$ cat src/sv/toy_word_machine_executor_macros.svh
// Assertion macros shared by the word machine RTL.
// Depends on nothing; included by files that carry concurrent checks.
`ifndef TOY_WORD_MACHINE_EXECUTOR_MACROS_SVH
`define TOY_WORD_MACHINE_EXECUTOR_MACROS_SVH

// Same-cycle implication, disabled while reset is asserted.
`define TWM_ASSERT_NOW(label, clk, rst_n, ante, cons, msg) \
    label: assert property (@(posedge clk) disable iff (!(rst_n)) (ante) |-> (cons)) \
        else $error(msg);

// Next-cycle implication, disabled while reset is asserted.
`define TWM_ASSERT_NEXT(label, clk, rst_n, ante, cons, msg) \
    label: assert property (@(posedge clk) disable iff (!(rst_n)) (ante) |=> (cons)) \
        else $error(msg);

`endif

$ cat src/sv/twm_pkg.sv
// Shared types, codes and the microprogram for the word machine executor.
// Depends on nothing; used by the sequencer, the datapath and the top level.
package twm_pkg;

    // Machine size.
    localparam int MEM_WORDS   = 100;
    localparam int BLOCK_WORDS = 10;
    localparam int MEM_AW      = $clog2(MEM_WORDS);
    localparam logic [6:0] MEM_LIMIT = 7'(MEM_WORDS);

    // Character constants.
    localparam logic [31:0] SPACES    = 32'h2020_2020;
    localparam logic [31:0] HALT_WORD = 32'h4830_3030;
    localparam logic [7:0]  CH_G  = 8'h47;
    localparam logic [7:0]  CH_P  = 8'h50;
    localparam logic [7:0]  CH_H  = 8'h48;
    localparam logic [7:0]  CH_L  = 8'h4C;
    localparam logic [7:0]  CH_R  = 8'h52;
    localparam logic [7:0]  CH_S  = 8'h53;
    localparam logic [7:0]  CH_C  = 8'h43;
    localparam logic [7:0]  CH_B  = 8'h42;
    localparam logic [7:0]  CH_T  = 8'h54;
    localparam logic [7:0]  CH_D  = 8'h44;
    localparam logic [7:0]  CH_0  = 8'h30;
    localparam logic [7:0]  CH_9  = 8'h39;

    // Item modes.
    localparam logic [2:0] MODE_LOAD  = 3'd0;
    localparam logic [2:0] MODE_START = 3'd1;
    localparam logic [2:0] MODE_EXEC  = 3'd2;
    localparam logic [2:0] MODE_CARD  = 3'd3;
    localparam logic [2:0] MODE_CLEAR = 3'd4;

    // Result status codes.
    localparam logic [2:0] ST_DONE  = 3'd0;
    localparam logic [2:0] ST_WAIT  = 3'd1;
    localparam logic [2:0] ST_PRINT = 3'd2;
    localparam logic [2:0] ST_HALT  = 3'd3;
    localparam logic [2:0] ST_BAD   = 3'd4;

    typedef logic [BLOCK_WORDS-1:0] t_seen;

    // Jump conditions.
    typedef enum logic [3:0] {
        C_NEVER, C_ALWAYS, C_ADDR_BAD, C_PENDING, C_IC_BAD, C_IS_GD, C_IS_PD, C_IS_H,
        C_IS_XR, C_BT_SKIP, C_OPND_BAD, C_BLK_BAD, C_CARD_FULL, C_PRINT_MORE, C_IS_L,
        C_IS_S
    } t_cond;

    // Datapath actions.
    typedef enum logic [4:0] {
        A_NONE, A_LOAD_WR, A_START, A_CLEAR, A_CARD_WR, A_CARD_END, A_FETCH, A_IR,
        A_GD, A_PD_INIT, A_PD_RD, A_PD_NEXT, A_OP_RD, A_LR, A_SR, A_CR, A_BT
    } t_act;

    localparam int U_W = 6;
    typedef logic [U_W-1:0] t_upc;

    // One control word of the microprogram.
    typedef struct packed {
        t_cond      cond;
        t_upc       target;
        logic       fin;
        t_act       act;
        logic       emit;
        logic [2:0] status;
    } t_uword;

    // Control from the sequencer to the datapath.
    typedef struct packed {
        logic       accept;
        logic       go;
        t_act       act;
        logic       emit;
        logic [2:0] status;
    } t_ctrl;

    // Status from the datapath back to the sequencer.
    typedef struct packed {
        logic addr_bad;
        logic pending;
        logic ic_bad;
        logic is_gd;
        logic is_pd;
        logic is_h;
        logic is_xr;
        logic bt_skip;
        logic opnd_bad;
        logic blk_bad;
        logic card_full;
        logic print_more;
        logic is_l;
        logic is_s;
        logic slot_free;
    } t_flags;

    // Microprogram step addresses.
    localparam t_upc U_IDLE    = 6'd0;
    localparam t_upc U_LD_CHK  = 6'd1;
    localparam t_upc U_LD_WR   = 6'd2;
    localparam t_upc U_ST      = 6'd3;
    localparam t_upc U_ST_END  = 6'd4;
    localparam t_upc U_CL      = 6'd5;
    localparam t_upc U_CL_END  = 6'd6;
    localparam t_upc U_CD_CHK  = 6'd7;
    localparam t_upc U_DONE    = 6'd8;
    localparam t_upc U_CD_WR   = 6'd9;
    localparam t_upc U_CD_TST  = 6'd10;
    localparam t_upc U_WAIT    = 6'd11;
    localparam t_upc U_CD_END  = 6'd12;
    localparam t_upc U_EX      = 6'd13;
    localparam t_upc U_EX_IC   = 6'd14;
    localparam t_upc U_FETCH   = 6'd15;
    localparam t_upc U_IR      = 6'd16;
    localparam t_upc U_DEC_GD  = 6'd17;
    localparam t_upc U_DEC_PD  = 6'd18;
    localparam t_upc U_DEC_H   = 6'd19;
    localparam t_upc U_DEC_XR  = 6'd20;
    localparam t_upc U_BT      = 6'd21;
    localparam t_upc U_BT_CHK  = 6'd22;
    localparam t_upc U_BT_DO   = 6'd23;
    localparam t_upc U_GD      = 6'd24;
    localparam t_upc U_GD_DO   = 6'd25;
    localparam t_upc U_PD      = 6'd26;
    localparam t_upc U_PD_INIT = 6'd27;
    localparam t_upc U_PD_RD   = 6'd28;
    localparam t_upc U_PD_EM   = 6'd29;
    localparam t_upc U_HALT    = 6'd30;
    localparam t_upc U_XR      = 6'd31;
    localparam t_upc U_XR_RD   = 6'd32;
    localparam t_upc U_XR_L    = 6'd33;
    localparam t_upc U_XR_S    = 6'd34;
    localparam t_upc U_CR      = 6'd35;
    localparam t_upc U_LR      = 6'd36;
    localparam t_upc U_SR      = 6'd37;
    localparam t_upc U_BAD     = 6'd38;

    function automatic t_uword mk(input t_cond c, input t_upc tgt, input logic fin,
                                  input t_act act, input logic emit,
                                  input logic [2:0] st);
        t_uword w;
        w.cond   = c;
        w.target = tgt;
        w.fin    = fin;
        w.act    = act;
        w.emit   = emit;
        w.status = st;
        return w;
    endfunction

    // The microprogram ROM.
    function automatic t_uword urom(input t_upc a);
        t_uword w;
        unique case (a)
            U_LD_CHK:  w = mk(C_ADDR_BAD,   U_BAD,   1'b0, A_NONE,     1'b0, ST_DONE);
            U_LD_WR:   w = mk(C_NEVER,      U_IDLE,  1'b1, A_LOAD_WR,  1'b1, ST_DONE);
            U_ST:      w = mk(C_NEVER,      U_IDLE,  1'b0, A_START,    1'b0, ST_DONE);
            U_ST_END:  w = mk(C_NEVER,      U_IDLE,  1'b1, A_NONE,     1'b1, ST_DONE);
            U_CL:      w = mk(C_NEVER,      U_IDLE,  1'b0, A_CLEAR,    1'b0, ST_DONE);
            U_CL_END:  w = mk(C_NEVER,      U_IDLE,  1'b1, A_NONE,     1'b1, ST_DONE);
            U_CD_CHK:  w = mk(C_PENDING,    U_CD_WR, 1'b0, A_NONE,     1'b0, ST_DONE);
            U_DONE:    w = mk(C_NEVER,      U_IDLE,  1'b1, A_NONE,     1'b1, ST_DONE);
            U_CD_WR:   w = mk(C_NEVER,      U_IDLE,  1'b0, A_CARD_WR,  1'b0, ST_DONE);
            U_CD_TST:  w = mk(C_CARD_FULL,  U_CD_END, 1'b0, A_NONE,    1'b0, ST_DONE);
            U_WAIT:    w = mk(C_NEVER,      U_IDLE,  1'b1, A_NONE,     1'b1, ST_WAIT);
            U_CD_END:  w = mk(C_NEVER,      U_IDLE,  1'b1, A_CARD_END, 1'b1, ST_DONE);
            U_EX:      w = mk(C_PENDING,    U_WAIT,  1'b0, A_NONE,     1'b0, ST_DONE);
            U_EX_IC:   w = mk(C_IC_BAD,     U_BAD,   1'b0, A_NONE,     1'b0, ST_DONE);
            U_FETCH:   w = mk(C_NEVER,      U_IDLE,  1'b0, A_FETCH,    1'b0, ST_DONE);
            U_IR:      w = mk(C_NEVER,      U_IDLE,  1'b0, A_IR,       1'b0, ST_DONE);
            U_DEC_GD:  w = mk(C_IS_GD,      U_GD,    1'b0, A_NONE,     1'b0, ST_DONE);
            U_DEC_PD:  w = mk(C_IS_PD,      U_PD,    1'b0, A_NONE,     1'b0, ST_DONE);
            U_DEC_H:   w = mk(C_IS_H,       U_HALT,  1'b0, A_NONE,     1'b0, ST_DONE);
            U_DEC_XR:  w = mk(C_IS_XR,      U_XR,    1'b0, A_NONE,     1'b0, ST_DONE);
            U_BT:      w = mk(C_BT_SKIP,    U_DONE,  1'b0, A_NONE,     1'b0, ST_DONE);
            U_BT_CHK:  w = mk(C_OPND_BAD,   U_BAD,   1'b0, A_NONE,     1'b0, ST_DONE);
            U_BT_DO:   w = mk(C_ALWAYS,     U_DONE,  1'b0, A_BT,       1'b0, ST_DONE);
            U_GD:      w = mk(C_BLK_BAD,    U_BAD,   1'b0, A_NONE,     1'b0, ST_DONE);
            U_GD_DO:   w = mk(C_NEVER,      U_IDLE,  1'b1, A_GD,       1'b1, ST_WAIT);
            U_PD:      w = mk(C_BLK_BAD,    U_BAD,   1'b0, A_NONE,     1'b0, ST_DONE);
            U_PD_INIT: w = mk(C_NEVER,      U_IDLE,  1'b0, A_PD_INIT,  1'b0, ST_DONE);
            U_PD_RD:   w = mk(C_NEVER,      U_IDLE,  1'b0, A_PD_RD,    1'b0, ST_DONE);
            U_PD_EM:   w = mk(C_PRINT_MORE, U_PD_RD, 1'b1, A_PD_NEXT,  1'b1, ST_PRINT);
            U_HALT:    w = mk(C_NEVER,      U_IDLE,  1'b1, A_NONE,     1'b1, ST_HALT);
            U_XR:      w = mk(C_OPND_BAD,   U_BAD,   1'b0, A_NONE,     1'b0, ST_DONE);
            U_XR_RD:   w = mk(C_NEVER,      U_IDLE,  1'b0, A_OP_RD,    1'b0, ST_DONE);
            U_XR_L:    w = mk(C_IS_L,       U_LR,    1'b0, A_NONE,     1'b0, ST_DONE);
            U_XR_S:    w = mk(C_IS_S,       U_SR,    1'b0, A_NONE,     1'b0, ST_DONE);
            U_CR:      w = mk(C_ALWAYS,     U_DONE,  1'b0, A_CR,       1'b0, ST_DONE);
            U_LR:      w = mk(C_NEVER,      U_IDLE,  1'b1, A_LR,       1'b1, ST_DONE);
            U_SR:      w = mk(C_NEVER,      U_IDLE,  1'b1, A_SR,       1'b1, ST_DONE);
            U_BAD:     w = mk(C_NEVER,      U_IDLE,  1'b1, A_NONE,     1'b1, ST_BAD);
            default:   w = mk(C_NEVER,      U_IDLE,  1'b1, A_NONE,     1'b0, ST_DONE);
        endcase
        return w;
    endfunction

    // Entry step for each item mode; unused modes only report done.
    function automatic t_upc dispatch(input logic [2:0] mode);
        t_upc e;
        unique case (mode)
            MODE_LOAD:  e = U_LD_CHK;
            MODE_START: e = U_ST;
            MODE_EXEC:  e = U_EX;
            MODE_CARD:  e = U_CD_CHK;
            MODE_CLEAR: e = U_CL;
            default:    e = U_DONE;
        endcase
        return e;
    endfunction

    function automatic logic is_digit(input logic [7:0] c);
        return (c >= CH_0) && (c <= CH_9);
    endfunction

    // Ten times a decimal digit, as shifts and an add.
    function automatic logic [6:0] times_ten(input logic [3:0] d);
        return ({3'b000, d} << 3) + ({3'b000, d} << 1);
    endfunction

endpackage

$ cat src/sv/twm_sequencer.sv
// Microcode sequencer: step counter, control ROM lookup and conditional jumps.
// Depends on twm_pkg for the control word, conditions and the microprogram.
module twm_sequencer (
    input  logic            i_clk,
    input  logic            i_rst_n,
    input  logic            i_valid,
    input  logic [2:0]      i_mode,
    input  twm_pkg::t_flags i_flags,
    output logic            o_ready,
    output twm_pkg::t_ctrl  o_ctrl
);

    twm_pkg::t_upc   r_upc;
    twm_pkg::t_upc   n_upc;
    twm_pkg::t_uword w_uw;
    logic            w_idle;
    logic            w_go;
    logic            w_taken;

    assign w_uw   = twm_pkg::urom(r_upc);
    assign w_idle = (r_upc == twm_pkg::U_IDLE);

    // A step that emits waits until the output register is free.
    assign w_go    = !w_idle && (!w_uw.emit || i_flags.slot_free);
    assign o_ready = w_idle;

    assign o_ctrl.accept = w_idle && i_valid;
    assign o_ctrl.go     = w_go;
    assign o_ctrl.act    = w_uw.act;
    assign o_ctrl.emit   = w_uw.emit;
    assign o_ctrl.status = w_uw.status;

    // Jump condition select.
    always_comb begin
        unique case (w_uw.cond)
            twm_pkg::C_NEVER:      w_taken = 1'b0;
            twm_pkg::C_ALWAYS:     w_taken = 1'b1;
            twm_pkg::C_ADDR_BAD:   w_taken = i_flags.addr_bad;
            twm_pkg::C_PENDING:    w_taken = i_flags.pending;
            twm_pkg::C_IC_BAD:     w_taken = i_flags.ic_bad;
            twm_pkg::C_IS_GD:      w_taken = i_flags.is_gd;
            twm_pkg::C_IS_PD:      w_taken = i_flags.is_pd;
            twm_pkg::C_IS_H:       w_taken = i_flags.is_h;
            twm_pkg::C_IS_XR:      w_taken = i_flags.is_xr;
            twm_pkg::C_BT_SKIP:    w_taken = i_flags.bt_skip;
            twm_pkg::C_OPND_BAD:   w_taken = i_flags.opnd_bad;
            twm_pkg::C_BLK_BAD:    w_taken = i_flags.blk_bad;
            twm_pkg::C_CARD_FULL:  w_taken = i_flags.card_full;
            twm_pkg::C_PRINT_MORE: w_taken = i_flags.print_more;
            twm_pkg::C_IS_L:       w_taken = i_flags.is_l;
            twm_pkg::C_IS_S:       w_taken = i_flags.is_s;
        endcase
    end

    // Next step: dispatch on accept, jump, finish, fall through, or hold.
    always_comb begin
        n_upc = r_upc;
        priority if (w_idle && i_valid) begin
            n_upc = twm_pkg::dispatch(i_mode);
        end else if (w_go) begin
            priority if (w_taken) begin
                n_upc = w_uw.target;
            end else if (w_uw.fin) begin
                n_upc = twm_pkg::U_IDLE;
            end else begin
                n_upc = r_upc + twm_pkg::t_upc'(1);
            end
        end else begin
            n_upc = r_upc;
        end
    end

    always_ff @(posedge i_clk) begin
        if (!i_rst_n) begin
            r_upc <= twm_pkg::U_IDLE;
        end else begin
            r_upc <= n_upc;
        end
    end

endmodule

$ cat src/sv/twm_datapath.sv
// Datapath of the word machine: word memory, registers, decode flags, output register.
// Depends on twm_pkg; driven by the control struct from twm_sequencer.
module twm_datapath (
    input  logic            i_clk,
    input  logic            i_rst_n,
    input  twm_pkg::t_ctrl  i_ctrl,
    input  logic [6:0]      i_address,
    input  logic [3:0]      i_card_index,
    input  logic [31:0]     i_word,
    input  logic            i_out_ready,
    output twm_pkg::t_flags o_flags,
    output logic            o_valid,
    output logic [2:0]      o_status,
    output logic [31:0]     o_out_word,
    output logic            o_last,
    output logic [6:0]      o_counter,
    output logic            o_compare_flag
);

    // Item registers, latched on accept.
    logic [6:0]  r_in_addr;
    logic [3:0]  r_in_idx;
    logic [31:0] r_in_word;

    // Machine state.
    logic [31:0]           r_gr;
    logic [6:0]            r_ic;
    logic                  r_toggle;
    logic [3:0]            r_blk;
    logic                  r_pending;
    twm_pkg::t_seen        r_seen;
    logic [31:0]           r_ir;
    logic [3:0]            r_pcnt;
    logic [6:0]            r_pbase;

    // Word memory with one valid bit per entry; an invalid entry reads as spaces.
    logic [31:0]                   r_mem [twm_pkg::MEM_WORDS];
    logic [twm_pkg::MEM_WORDS-1:0] r_mvalid;
    logic [31:0]                   r_rdata;
    logic                          r_rval;

    // Output register.
    logic        r_ovalid;
    logic [2:0]  r_ostatus;
    logic [31:0] r_oword;
    logic        r_olast;
    logic [6:0]  r_ocnt;
    logic        r_otog;

    logic [31:0] w_rdata;
    logic [6:0]  w_addr;
    logic        w_we;
    logic        w_re;
    logic [31:0] w_wdata;
    logic [31:0] w_load_word;
    logic [6:0]  w_opnd;
    logic [6:0]  w_tens;
    logic [7:0]  w_blk_end;
    logic [6:0]  w_card_addr;
    logic        w_idx_ok;
    logic        w_slot_free;
    logic        w_do;

    assign w_do    = i_ctrl.go;
    assign w_rdata = r_rval ? r_rdata : twm_pkg::SPACES;

    // A loaded word that starts with H is normalized to H000.
    assign w_load_word = (r_in_word[31:24] == twm_pkg::CH_H) ? twm_pkg::HALT_WORD : r_in_word;

    // Operand and block decode from the instruction register.
    assign w_tens      = twm_pkg::times_ten(r_ir[11:8]);
    assign w_opnd      = w_tens + {3'b000, r_ir[3:0]};
    assign w_blk_end   = {1'b0, w_tens} + 8'(twm_pkg::BLOCK_WORDS);
    assign w_card_addr = twm_pkg::times_ten(r_blk) + {3'b000, r_in_idx};
    assign w_idx_ok    = (r_in_idx < 4'(twm_pkg::BLOCK_WORDS));
    assign w_slot_free = !r_ovalid || i_out_ready;

    // Flags for the sequencer's jump conditions.
    always_comb begin
        o_flags.addr_bad   = (r_in_addr >= twm_pkg::MEM_LIMIT);
        o_flags.pending    = r_pending;
        o_flags.ic_bad     = (r_ic >= twm_pkg::MEM_LIMIT);
        o_flags.is_gd      = (r_ir[31:24] == twm_pkg::CH_G) && (r_ir[23:16] == twm_pkg::CH_D);
        o_flags.is_pd      = (r_ir[31:24] == twm_pkg::CH_P) && (r_ir[23:16] == twm_pkg::CH_D);
        o_flags.is_h       = (r_ir[31:24] == twm_pkg::CH_H);
        o_flags.is_xr      = ((r_ir[31:24] == twm_pkg::CH_L) || (r_ir[31:24] == twm_pkg::CH_S)
                              || (r_ir[31:24] == twm_pkg::CH_C))
                             && (r_ir[23:16] == twm_pkg::CH_R);
        o_flags.bt_skip    = !((r_ir[31:24] == twm_pkg::CH_B) && (r_ir[23:16] == twm_pkg::CH_T)
                               && r_toggle);
        o_flags.opnd_bad   = !twm_pkg::is_digit(r_ir[15:8]) || !twm_pkg::is_digit(r_ir[7:0])
                             || (w_opnd >= twm_pkg::MEM_LIMIT);
        o_flags.blk_bad    = !twm_pkg::is_digit(r_ir[15:8])
                             || (w_blk_end > 8'(twm_pkg::MEM_WORDS));
        o_flags.card_full  = (r_seen == '1);
        o_flags.print_more = (r_pcnt != 4'(twm_pkg::BLOCK_WORDS - 1));
        o_flags.is_l       = (r_ir[31:24] == twm_pkg::CH_L);
        o_flags.is_s       = (r_ir[31:24] == twm_pkg::CH_S);
        o_flags.slot_free  = w_slot_free;
    end

    // Memory port select: one access per step.
    always_comb begin
        w_addr  = r_ic;
        w_we    = 1'b0;
        w_re    = 1'b0;
        w_wdata = r_in_word;
        if (w_do) begin
            unique case (i_ctrl.act)
                twm_pkg::A_LOAD_WR: begin
                    w_addr  = r_in_addr;
                    w_we    = 1'b1;
                    w_wdata = w_load_word;
                end
                twm_pkg::A_CARD_WR: begin
                    w_addr  = w_card_addr;
                    w_we    = w_idx_ok;
                end
                twm_pkg::A_SR: begin
                    w_addr  = w_opnd;
                    w_we    = 1'b1;
                    w_wdata = r_gr;
                end
                twm_pkg::A_FETCH: begin
                    w_addr = r_ic;
                    w_re   = 1'b1;
                end
                twm_pkg::A_PD_RD: begin
                    w_addr = r_pbase + {3'b000, r_pcnt};
                    w_re   = 1'b1;
                end
                twm_pkg::A_OP_RD: begin
                    w_addr = w_opnd;
                    w_re   = 1'b1;
                end
                default: begin
                    w_we = 1'b0;
                end
            endcase
        end
    end

    // Memory array and registered read.
    always_ff @(posedge i_clk) begin
        if (w_we) begin
            r_mem[w_addr[twm_pkg::MEM_AW-1:0]] <= w_wdata;
        end
        if (w_re) begin
            r_rdata <= r_mem[w_addr[twm_pkg::MEM_AW-1:0]];
        end
    end

    // Valid bits and the read-side valid flag.
    always_ff @(posedge i_clk) begin
        if (!i_rst_n) begin
            r_mvalid <= '0;
            r_rval   <= 1'b0;
        end else begin
            if (w_do && (i_ctrl.act == twm_pkg::A_CLEAR)) begin
                r_mvalid <= '0;
            end else if (w_we) begin
                r_mvalid[w_addr[twm_pkg::MEM_AW-1:0]] <= 1'b1;
            end
            if (w_re) begin
                r_rval <= r_mvalid[w_addr[twm_pkg::MEM_AW-1:0]];
            end
        end
    end

    // Item registers.
    always_ff @(posedge i_clk) begin
        if (i_ctrl.accept) begin
            r_in_addr <= i_address;
            r_in_idx  <= i_card_index;
            r_in_word <= i_word;
        end
    end

    // Architectural registers.
    always_ff @(posedge i_clk) begin
        if (!i_rst_n) begin
            r_gr      <= twm_pkg::SPACES;
            r_ic      <= '0;
            r_toggle  <= 1'b0;
            r_blk     <= '0;
            r_pending <= 1'b0;
            r_seen    <= '0;
        end else if (w_do) begin
            unique case (i_ctrl.act)
                twm_pkg::A_START: begin
                    r_ic      <= '0;
                    r_pending <= 1'b0;
                    r_seen    <= '0;
                end
                twm_pkg::A_CLEAR: begin
                    r_gr      <= twm_pkg::SPACES;
                    r_toggle  <= 1'b0;
                    r_pending <= 1'b0;
                    r_seen    <= '0;
                end
                twm_pkg::A_CARD_WR: begin
                    if (w_idx_ok) begin
                        r_seen <= r_seen | (twm_pkg::t_seen'(1) << r_in_idx);
                    end
                end
                twm_pkg::A_CARD_END: begin
                    r_pending <= 1'b0;
                    r_seen    <= '0;
                end
                twm_pkg::A_FETCH: begin
                    r_ic <= r_ic + 7'd1;
                end
                twm_pkg::A_GD: begin
                    r_blk     <= r_ir[11:8];
                    r_pending <= 1'b1;
                    r_seen    <= '0;
                end
                twm_pkg::A_LR: begin
                    r_gr <= w_rdata;
                end
                twm_pkg::A_CR: begin
                    r_toggle <= (w_rdata == r_gr);
                end
                twm_pkg::A_BT: begin
                    r_ic <= w_opnd;
                end
                default: begin
                    r_ic <= r_ic;
                end
            endcase
        end
    end

    // Instruction register and print block counters.
    always_ff @(posedge i_clk) begin
        if (w_do && (i_ctrl.act == twm_pkg::A_IR)) begin
            r_ir <= w_rdata;
        end
        if (w_do && (i_ctrl.act == twm_pkg::A_PD_INIT)) begin
            r_pbase <= w_tens;
            r_pcnt  <= '0;
        end else if (w_do && (i_ctrl.act == twm_pkg::A_PD_NEXT)) begin
            r_pcnt <= r_pcnt + 4'd1;
        end
    end

    // Output register: valid flag.
    always_ff @(posedge i_clk) begin
        if (!i_rst_n) begin
            r_ovalid <= 1'b0;
        end else if (w_do && i_ctrl.emit) begin
            r_ovalid <= 1'b1;
        end else if (i_out_ready) begin
            r_ovalid <= 1'b0;
        end
    end

    // Output register: payload.
    always_ff @(posedge i_clk) begin
        if (w_do && i_ctrl.emit) begin
            r_ostatus <= i_ctrl.status;
            r_oword   <= (i_ctrl.status == twm_pkg::ST_PRINT) ? w_rdata : '0;
            r_olast   <= (i_ctrl.status == twm_pkg::ST_PRINT) && !o_flags.print_more;
            r_ocnt    <= r_ic;
            r_otog    <= r_toggle;
        end
    end

    assign o_valid        = r_ovalid;
    assign o_status       = r_ostatus;
    assign o_out_word     = r_oword;
    assign o_last         = r_olast;
    assign o_counter      = r_ocnt;
    assign o_compare_flag = r_otog;

endmodule

$ cat src/sv/toy_word_machine_executor.sv
// Toy word machine executor. Each input item is run by a short microprogram over a
// single-port word memory, and a new item is taken only once the last one is done. Fetch,
// operand access and write-back share the one memory port, so they run as separate
// microprogram steps; a PD prints its ten words with one memory read and one output load
// per word. Results leave through an output register, so a step that emits waits
// only while that register holds an untaken item. After reset the memory reads as
// spaces at once through per-word valid bits; there is no clearing pass.
// Depends on twm_pkg, twm_sequencer, twm_datapath and the assertion macro header.
`include "toy_word_machine_executor_macros.svh"

module toy_word_machine_executor (
    input  logic        i_clk,
    input  logic        i_rst_n,
    input  logic        s_axis_tvalid,
    output logic        s_axis_tready,
    input  logic [47:0] s_axis_tdata,  // address[6:0], card_index[10:7], word[42:11], zeros
    input  logic [2:0]  s_axis_tuser,  // mode[2:0]
    output logic        m_axis_tvalid,
    input  logic        m_axis_tready,
    output logic [39:0] m_axis_tdata,  // out_word[31:0], counter[38:32], compare_flag[39]
    output logic [2:0]  m_axis_tuser,  // status[2:0]
    output logic        m_axis_tlast
);

    twm_pkg::t_ctrl  w_ctrl;
    twm_pkg::t_flags w_flags;
    logic [31:0]     w_out_word;
    logic [6:0]      w_counter;
    logic            w_compare_flag;

    // Step sequencer.
    twm_sequencer u_seq (
        .i_clk   (i_clk),
        .i_rst_n (i_rst_n),
        .i_valid (s_axis_tvalid),
        .i_mode  (s_axis_tuser),
        .i_flags (w_flags),
        .o_ready (s_axis_tready),
        .o_ctrl  (w_ctrl)
    );

    // Memory, registers and output stage.
    twm_datapath u_dp (
        .i_clk          (i_clk),
        .i_rst_n        (i_rst_n),
        .i_ctrl         (w_ctrl),
        .i_address      (s_axis_tdata[6:0]),
        .i_card_index   (s_axis_tdata[10:7]),
        .i_word         (s_axis_tdata[42:11]),
        .i_out_ready    (m_axis_tready),
        .o_flags        (w_flags),
        .o_valid        (m_axis_tvalid),
        .o_status       (m_axis_tuser),
        .o_out_word     (w_out_word),
        .o_last         (m_axis_tlast),
        .o_counter      (w_counter),
        .o_compare_flag (w_compare_flag)
    );

    assign m_axis_tdata = {w_compare_flag, w_counter, w_out_word};

    // An emitting step never overwrites a result that is still waiting.
    `TWM_ASSERT_NOW(a_no_overwrite, i_clk, i_rst_n, w_ctrl.go && w_ctrl.emit, !m_axis_tvalid || m_axis_tready, "result overwritten")
    // After an item is accepted the sequencer is busy with it.
    `TWM_ASSERT_NEXT(a_busy_after_accept, i_clk, i_rst_n, s_axis_tvalid && s_axis_tready, !s_axis_tready, "ready after accept")
    // The last mark only comes with a printed word.
    `TWM_ASSERT_NOW(a_last_is_print, i_clk, i_rst_n, m_axis_tvalid && m_axis_tlast, m_axis_tuser == twm_pkg::ST_PRINT, "last without print")
    // Only printed words carry data.
    `TWM_ASSERT_NOW(a_word_zero, i_clk, i_rst_n, m_axis_tvalid && (m_axis_tuser != twm_pkg::ST_PRINT), m_axis_tdata[31:0] == 32'd0, "word on non-print result")

endmodule

$ cat config.mk
export PLATFORM = sky130hd
export DESIGN_NAME = toy_word_machine_executor
export DESIGN_NICKNAME = d
export VERILOG_FILES = /design/src/sv/twm_pkg.sv /design/src/sv/twm_sequencer.sv /design/src/sv/twm_datapath.sv /design/src/sv/toy_word_machine_executor.sv
export VERILOG_INCLUDE_DIRS = /design/src /design/src/sv
export SDC_FILE = /design/constraint.sdc
export NUM_CORES = 2
export LEC_CHECK = 0
export BUFFER_PORTS_ARGS = -buffer_cell sky130_fd_sc_hd__clkbuf_2
export CAP_MARGIN = 20
export CORE_ASPECT_RATIO = 1.5
export CORE_MARGIN = 1.5
export CORE_UTILIZATION = 25
export DETAILED_ROUTE_END_ITERATION = 7
export GPL_TIMING_DRIVEN = 1
export HOLD_SLACK_MARGIN = 0.05
export PLACE_DENSITY_LB_ADDON = 0.3
export SYNTH_ARGS = -nofsm -noshare
export SYNTH_HDL_FRONTEND = slang
export SYNTH_HIERARCHICAL = 1
export SYNTH_MEMORY_MAX_BITS = 65536
export SYNTH_SLANG_ARGS = --single-unit
export TNS_END_PERCENT = 50
$ cat constraint.sdc
create_clock -name i_clk -period 8 [get_ports i_clk]
set_clock_uncertainty 0.05 [all_clocks]
set_input_delay 1.6 -clock i_clk [delete_from_list [all_inputs] [get_ports i_clk]]
set_output_delay 1.6 -clock i_clk [all_outputs]
set_load 0.03 [all_outputs]
# Word-level counts from Yosys, hierarchy flattened
# Memory sizes are Yosys's and may differ from the RTL's. A register that Yosys moved wholly into a read port is not among the register bits.
# Cells that the tools add are included.
# Widths: inputs -> output; s select.
dict set report word_totals {
  register_bits 293
  ram_bits 3200
  romBits 1280
  in_bits 55
  out_inout_bits 46
  word_cells 182
  mem_count 2
}
# memory words width rd rd_clocked_by_memory_dff write_ports line_no
set memory_table {}
lappend memory_table {u_dp.r_mem 100 32 1 1 1 twm_datapath.sv:37} ;# logic [31:0] r_mem [twm_pkg::MEM_WORDS];
lappend memory_table {{(name not given)} 64 20 1 1 0 twm_pkg.sv:154} ;# unique case (a)
dict set report classes {
  addsub 9
  order_cmp 11
  eq_ne 51
  shifts 1
  muxes 32
  bitwise 3
  n_reduce_logical 52
}
# operator n
set ops {}
lappend ops {{$pmux 32 s2} 2}
lappend ops {{$or 100x100->100} 1}
lappend ops {{$mux 32} 3}
lappend ops {{$eq 8x7->1 const B} 11}
lappend ops {{$eq 5x4->1 const B} 8}
lappend ops {{$mux 6} 6}
lappend ops {{$eq 32x32->1} 1}
lappend ops {{$eq 4x4->1 const B} 8}
lappend ops {{$pmux 7 s4} 1}
lappend ops {{$add 7x4->7} 3}
lappend ops {{$ge 7x7->1 const B} 3}
lappend ops {{$pmux 7 s3} 1}
lappend ops {{$eq 5x3->1 const B} 4}
lappend ops {{$pmux 10 s2} 1}
lappend ops {{$pmux 4 s5} 1}
lappend ops {{$eq 4x3->1 const B} 4}
lappend ops {{$ge 8x6->1 const B} 2}
lappend ops {{$le 8x6->1 const B} 2}
lappend ops {{$logic_and 1x1->1} 16}
lappend ops {{$pmux 1 s16} 1}
lappend ops {{$add 7x5->7} 2}
lappend ops {{$reduce_bool 2->1} 6}
lappend ops {{$eq 10x10->1 const B} 1}
lappend ops {{$eq 5x2->1 const B} 2}
lappend ops {{37 further kinds} 69}

# Depth between registers and ports, before layout
dict set report depth {
  word_depth 11
  depth_mapped 24
  ltp_nobuf 19
}

# Modules after synthesis
# The synthesis kept the hierarchy.
# mod instances cells_each area_per_inst_um2 seq_area_each_um2
set by_module_without_submodules {}
lappend by_module_without_submodules {twm_datapath 1 8404 133282.8 104029.8}
lappend by_module_without_submodules {twm_sequencer 1 267 2268.4 520.5}
lappend by_module_without_submodules {toy_word_machine_executor 1 1 7.5 0.0}

# Worst setup path after synthesis
# Ideal clock, no wire load.
dict set report synth_path {
  kind {input port to flip-flop}
  start {in m_axis_tready}
  end {mem u_dp.r_mem[11][0] (enable)}
  setup_ns 0.422
  arrival_time_ns 6.093
  t_required_ns 7.528
  path_slack_ns 1.434
  path_stages 19
  path_buffers 10
  path_cell_list {nand2b_1 > buf_4 > nor2b_1 > clkbuf_1 > nor2_1 > buf_4 > buf_2 > nor2b_1 > a22o_1 > buf_6 > a41o_2 > buf_6 > nor3_4 > buf_2 > buf_2 > buf_4 > nand2_1 > buf_2 > nor2_1}
}
# item line_no
set synth_lines {}
lappend synth_lines {{start: declaration} toy_word_machine_executor.sv:19} ;# input logic m_axis_tready,
lappend synth_lines {{end: declaration} twm_datapath.sv:37}

==> results.md <==
* Via count at 86,451
* Hold Crit Endpoint: u_dp/o_status[1]
* I/O pin count at 101
* Post-route ant nets at 0
* Synth area leader: edfxtp_1
* Via-to-Cell Ratio at 5.190
* Pwr dens at 304.9 nW/um^2
* Static Leak at 50.36 nW
* Overflow left after global routing at 0
* Slew Viols, Final at 0
* Fin Setup TNS at 0 ns
* Initial drt markers at 11,613
* Die area at 546,800 um^2
* Hold bufs inserted after CTS at 0
* CTS max path bufs at 4
* H-tree depth at 5
* Vias in the first global route at 84,142
* Largest net degree at the start of global routing at 101
* Post-synth EDFFs at 3,357
* Hpwl dp at 331,600 um
* Syn avg cell area at 15.63 um^2
* FF+latch count, synth at 3,544
* Synth area leaders: edfxtp_1 74%, a22oi_1 4.6%, nand2_1 2.9%, dfxtp_1 2.8%, a21oi_1 1.2%
* Finished layout cell area at 160,900 um^2
* FFs w/ async S/R, synth at 0
* Worst Max-Slew Pin Slew at 1.382 ns
* Synth warn at 6
* # nets final at 9,271
* Final min period at 7.195 ns
* Worst path arrival time at 7.81 ns
* Cell Area, Synth at 135,600 um^2
* RSZ-0062 raised after global routing: false
* Final setup viols at 0
* Initial Util at 0.2506
* Netlist cell types at 117
* WL final at 531,000 um
* CTS tree: built
* Synth Flop Type: edfxtp_1
* Area grow syn2layout at 18.71%
* Reg2Reg Depth at 18
* CP max-delay cell: o21ai_0
* Hold Path Depth at 0
* Gr usage total at 0.1873
* Clock transition at path regs at 0.06 ns
* CP Class: primary input to register
* Failing checks: DRC
* Die Wd at 604.2 um
* Placed inst area at 150,600 um^2
* Initial antenna violation count at 41
* Num Clock Sinks at 3,544
* Synthesized Nets at 8,765
* Cells after Synth at 8,672
* Gp weighted congestion at 0.9104
* Drt first pass iters at 8
* Crit-path max cell delay at 1.09 ns
* Crit path cell chain: clkbuf_2 -> nand2b_1 -> nor2b_1 -> nor2_1 -> nor3b_1 -> a22o_1 -> a41o_4 -> nor3_2 -> buf_12 -> buf_4 -> a221oi_1 -> nor2_1 -> o21ai_0 -> a31oi_1 -> a2111oi_1 -> buf_4 -> o221ai_1
* Root buffer selected by CTS: clkbuf_16
* Sequential cell area fraction in the yosys report at 0.7713
* Worst skew pair latency at 0.96 ns
* Core area at 540,900 um^2
* Startpoint Class: primary input
* R2R Setup Slk at 0.90 ns
* Area share of the largest cell type after synthesis at 0.7436
* Crit path max fanout at 17
* Worst hold start: u_seq/w_uw[1]
* Number of max-cap violations at 0
* Num CTS Buffers at 314
* Endpoint class of the critical path: register
* FF-to-FF End: u_dp/r_rdata[28]
* Avg WL per Cell at 31.88 um
* Proportion of layout cells with a drive suffix above 1 at 0.1622
* Detailed-route DRC error count at 4
* Reg-to-Reg Start: u_seq/r_upc[0]
* Headroom to the max-slew limit at 0.06861
* CP delay by family, top: compound AO/OA/AOI/OAI gates
* Setup bufs post-CTS at 0
* First-pass GRT wire length at 716,900 um
* Outcome: finished with violations
* Maximum vdd drop at 0.1835 mV
* Buf+Inv Stages, Crit Path at 4
* Final Cycle Share at 0.8994
* Post-CTS sizing at 0
* Die Y-Extent at 904.9 um
* Site Rows at 331
* Hold WC Path Type: register to register
* # port buffers at 95
* Fmax at 139.0 MHz
* Crit path required time at 8.62 ns
* Final hold viol count at 0
==> cell type report <==
type                       instances  area (um^2)
fill                           53732       380000
sequential                      3544       104600
multi-input combinational       4481        29160
tap                             7159         8957
clock buffer                     398         8462
timing repair buffer             770         7716
clock inverter                   170         1665
inverter                          67        251.5
antenna                           67        167.7
==> placed cells by master (no fill, tap or decap), drive strengths merged, types with 21 or more instances in the layout <==
cell	netlist	routed
nor2	408	408
nor2b	52	52
o211ai	29	29
nor3	40	40
nand3	255	255
a22oi	833	833
xnor2	28	28
a31oi	120	120
a41oi	80	80
a22o	90	90
a221oi	138	138
edfxtp	3357	3357
and3	66	66
a21oi	328	328
a2111oi	21	21
clkinv	0	108
dfxtp	187	187
ha	33	33
mux2i	85	85
a311oi	21	21
o21ai	156	156
nor4	25	25
inv	67	84
nand2	1035	1035
buf	421	675
a211oi	104	104
o22ai	77	77
bufinv	0	28
diode	0	67
clkbuf	159	493
a222oi	78	78
nand4	58	58
mux2	38	38
==> cells in the mapped netlist, types with 17 or more instances <==
library cell / n
clkbuf_1: 158
a211oi_1: 103
a31oi_1: 120
xnor2_1: 28
a211o_1: 17
o22ai_1: 74
o211ai_1: 28
buf_4: 61
a21oi_1: 324
dfxtp_1: 187
a222oi_1: 78
nor2b_1: 52
a41oi_1: 79
buf_6: 24
and3_1: 65
nand3_1: 255
a2111oi_0: 17
buf_2: 279
nor2_1: 401
edfxtp_1: 3357
o221ai_1: 18
nand4_1: 56
o21ai_0: 146
ha_1: 33
a311oi_1: 21
nor3_1: 27
buf_1: 54
a22oi_1: 833
a22o_1: 90
a221oi_1: 137
inv_1: 63
mux2i_1: 82
nand2_1: 1032
mux2_2: 34
nor4_1: 25
==> registers in the layout (all words and copies together), names as in the netlist, 3 cells and up <==
| signal | cells |
|---|---|
| u_dp/o_status | 3 |
| u_dp/r_ic | 7 |
| u_dp/r_mem | 3200 |
| u_dp/r_pcnt | 4 |
| u_dp/r_gr | 32 |
| u_dp/o_out_word | 32 |
| u_dp/r_ir | 32 |
| u_seq/w_uw | 20 |
| u_dp/r_rdata | 32 |
| u_dp/r_in_addr | 7 |
| u_dp/r_mvalid | 100 |
| u_dp/r_in_idx | 4 |
| u_dp/r_in_word | 32 |
| u_dp/o_counter | 7 |
| u_dp/r_blk | 4 |
| u_dp/r_pbase | 6 |
| u_dp/r_seen | 10 |
| u_seq/r_upc | 6 |
==> worst register-to-register path: stages, from the launching register on <==
cell and delay [ns]:
dfxtp_1 0.43, inv_1 0.07, ha_1 0.24, nand2b_1 0.12, nor2_2 0.13, nor2_1 0.73, nor3b_1 0.47, a22o_1 0.57
a41o_4 0.70, nor3_2 0.16, buf_12 0.22, buf_4 0.30, a221oi_1 0.35, nor2_1 0.13, o21ai_0 1.09, a31oi_1 0.22
a2111oi_1 0.53, buf_4 0.23, o221ai_1 0.12
==> logic make-up (layout without fill, tap and decap cells) <==
group                      Yosys count  count (layout)  share of synthesized area
AOI/OAI and AO/OA                 2258            2258                     0.1219
xor gates and xnor gates            43              43                   0.002778
adders and majority gates           38              38                   0.003784
buffers and inverters              647            1405                    0.02377
DFF                               3544            3544                     0.7713
muxes                              129             129                    0.01075
other                                0              67                          0
and+or+nand+nor                   2013            2013                    0.06577
==> metrics by stage <==
| step | std cells | power [mW] | hold WS, ns | utilization | worst slack [ns] |
|---|---|---|---|---|---|
| floorplan | 8672 | 27.05 | 0.3564 | - | 1.434 |
| global placement | 16014 | 33.73 | 0.3705 | 0.2783 | 0.2402 |
| detailed placement | 16020 | 33.82 | 0.3596 | 0.2785 | 0.1916 |
| CTS | 16588 | 49.08 | 0.3784 | 0.2972 | 1.150 |
| global route | 16644 | 50.01 | 0.3970 | 0.2975 | 1.001 |
| finish | 16656 | 49.07 | 0.3795 | 0.2975 | 0.8049 |
==> layer usage <==
| metal | share of wire | vias up | GRT usage |
|---|---|---|---|
| li1 | - | 35547 | - |
| met1 | 0.35 | 45290 | 0.2116 |
| met2 | 0.50 | 4548 | 0.3254 |
| met3 | 0.068 | 1062 | 0.02302 |
| met4 | 0.085 | 4 | 0.1366 |
| met5 | 0.000051 | - | 0 |
==> worst max path at each step <==
stage               slack [ns]           endpoint     startpoint  depth (start not counted)
floorplan                 1.43  u_dp/r_mem[11][0]  m_axis_tready                         19
CTS                       1.15   u_dp/r_rdata[12]  m_axis_tready                         17
global placement          0.24   u_dp/r_rdata[12]  m_axis_tready                         17
global route              1.00      u_seq/w_uw[3]   u_dp/r_ir[8]                         21
finish                    0.80   u_dp/r_rdata[28]  m_axis_tready                         17
detailed placement        0.19   u_dp/r_rdata[12]  m_axis_tready                         17
==> where the power goes <==
part,leakage (nW),switching [mW],internal [mW]
Combinational,13.6,8.93,3.08
Sequential,31.8,0.134,21.5
Clock,4.95,7.00,8.45
Total,50.4,16.1,33.0
No activity file was read; power rests on OpenSTA's default activity.
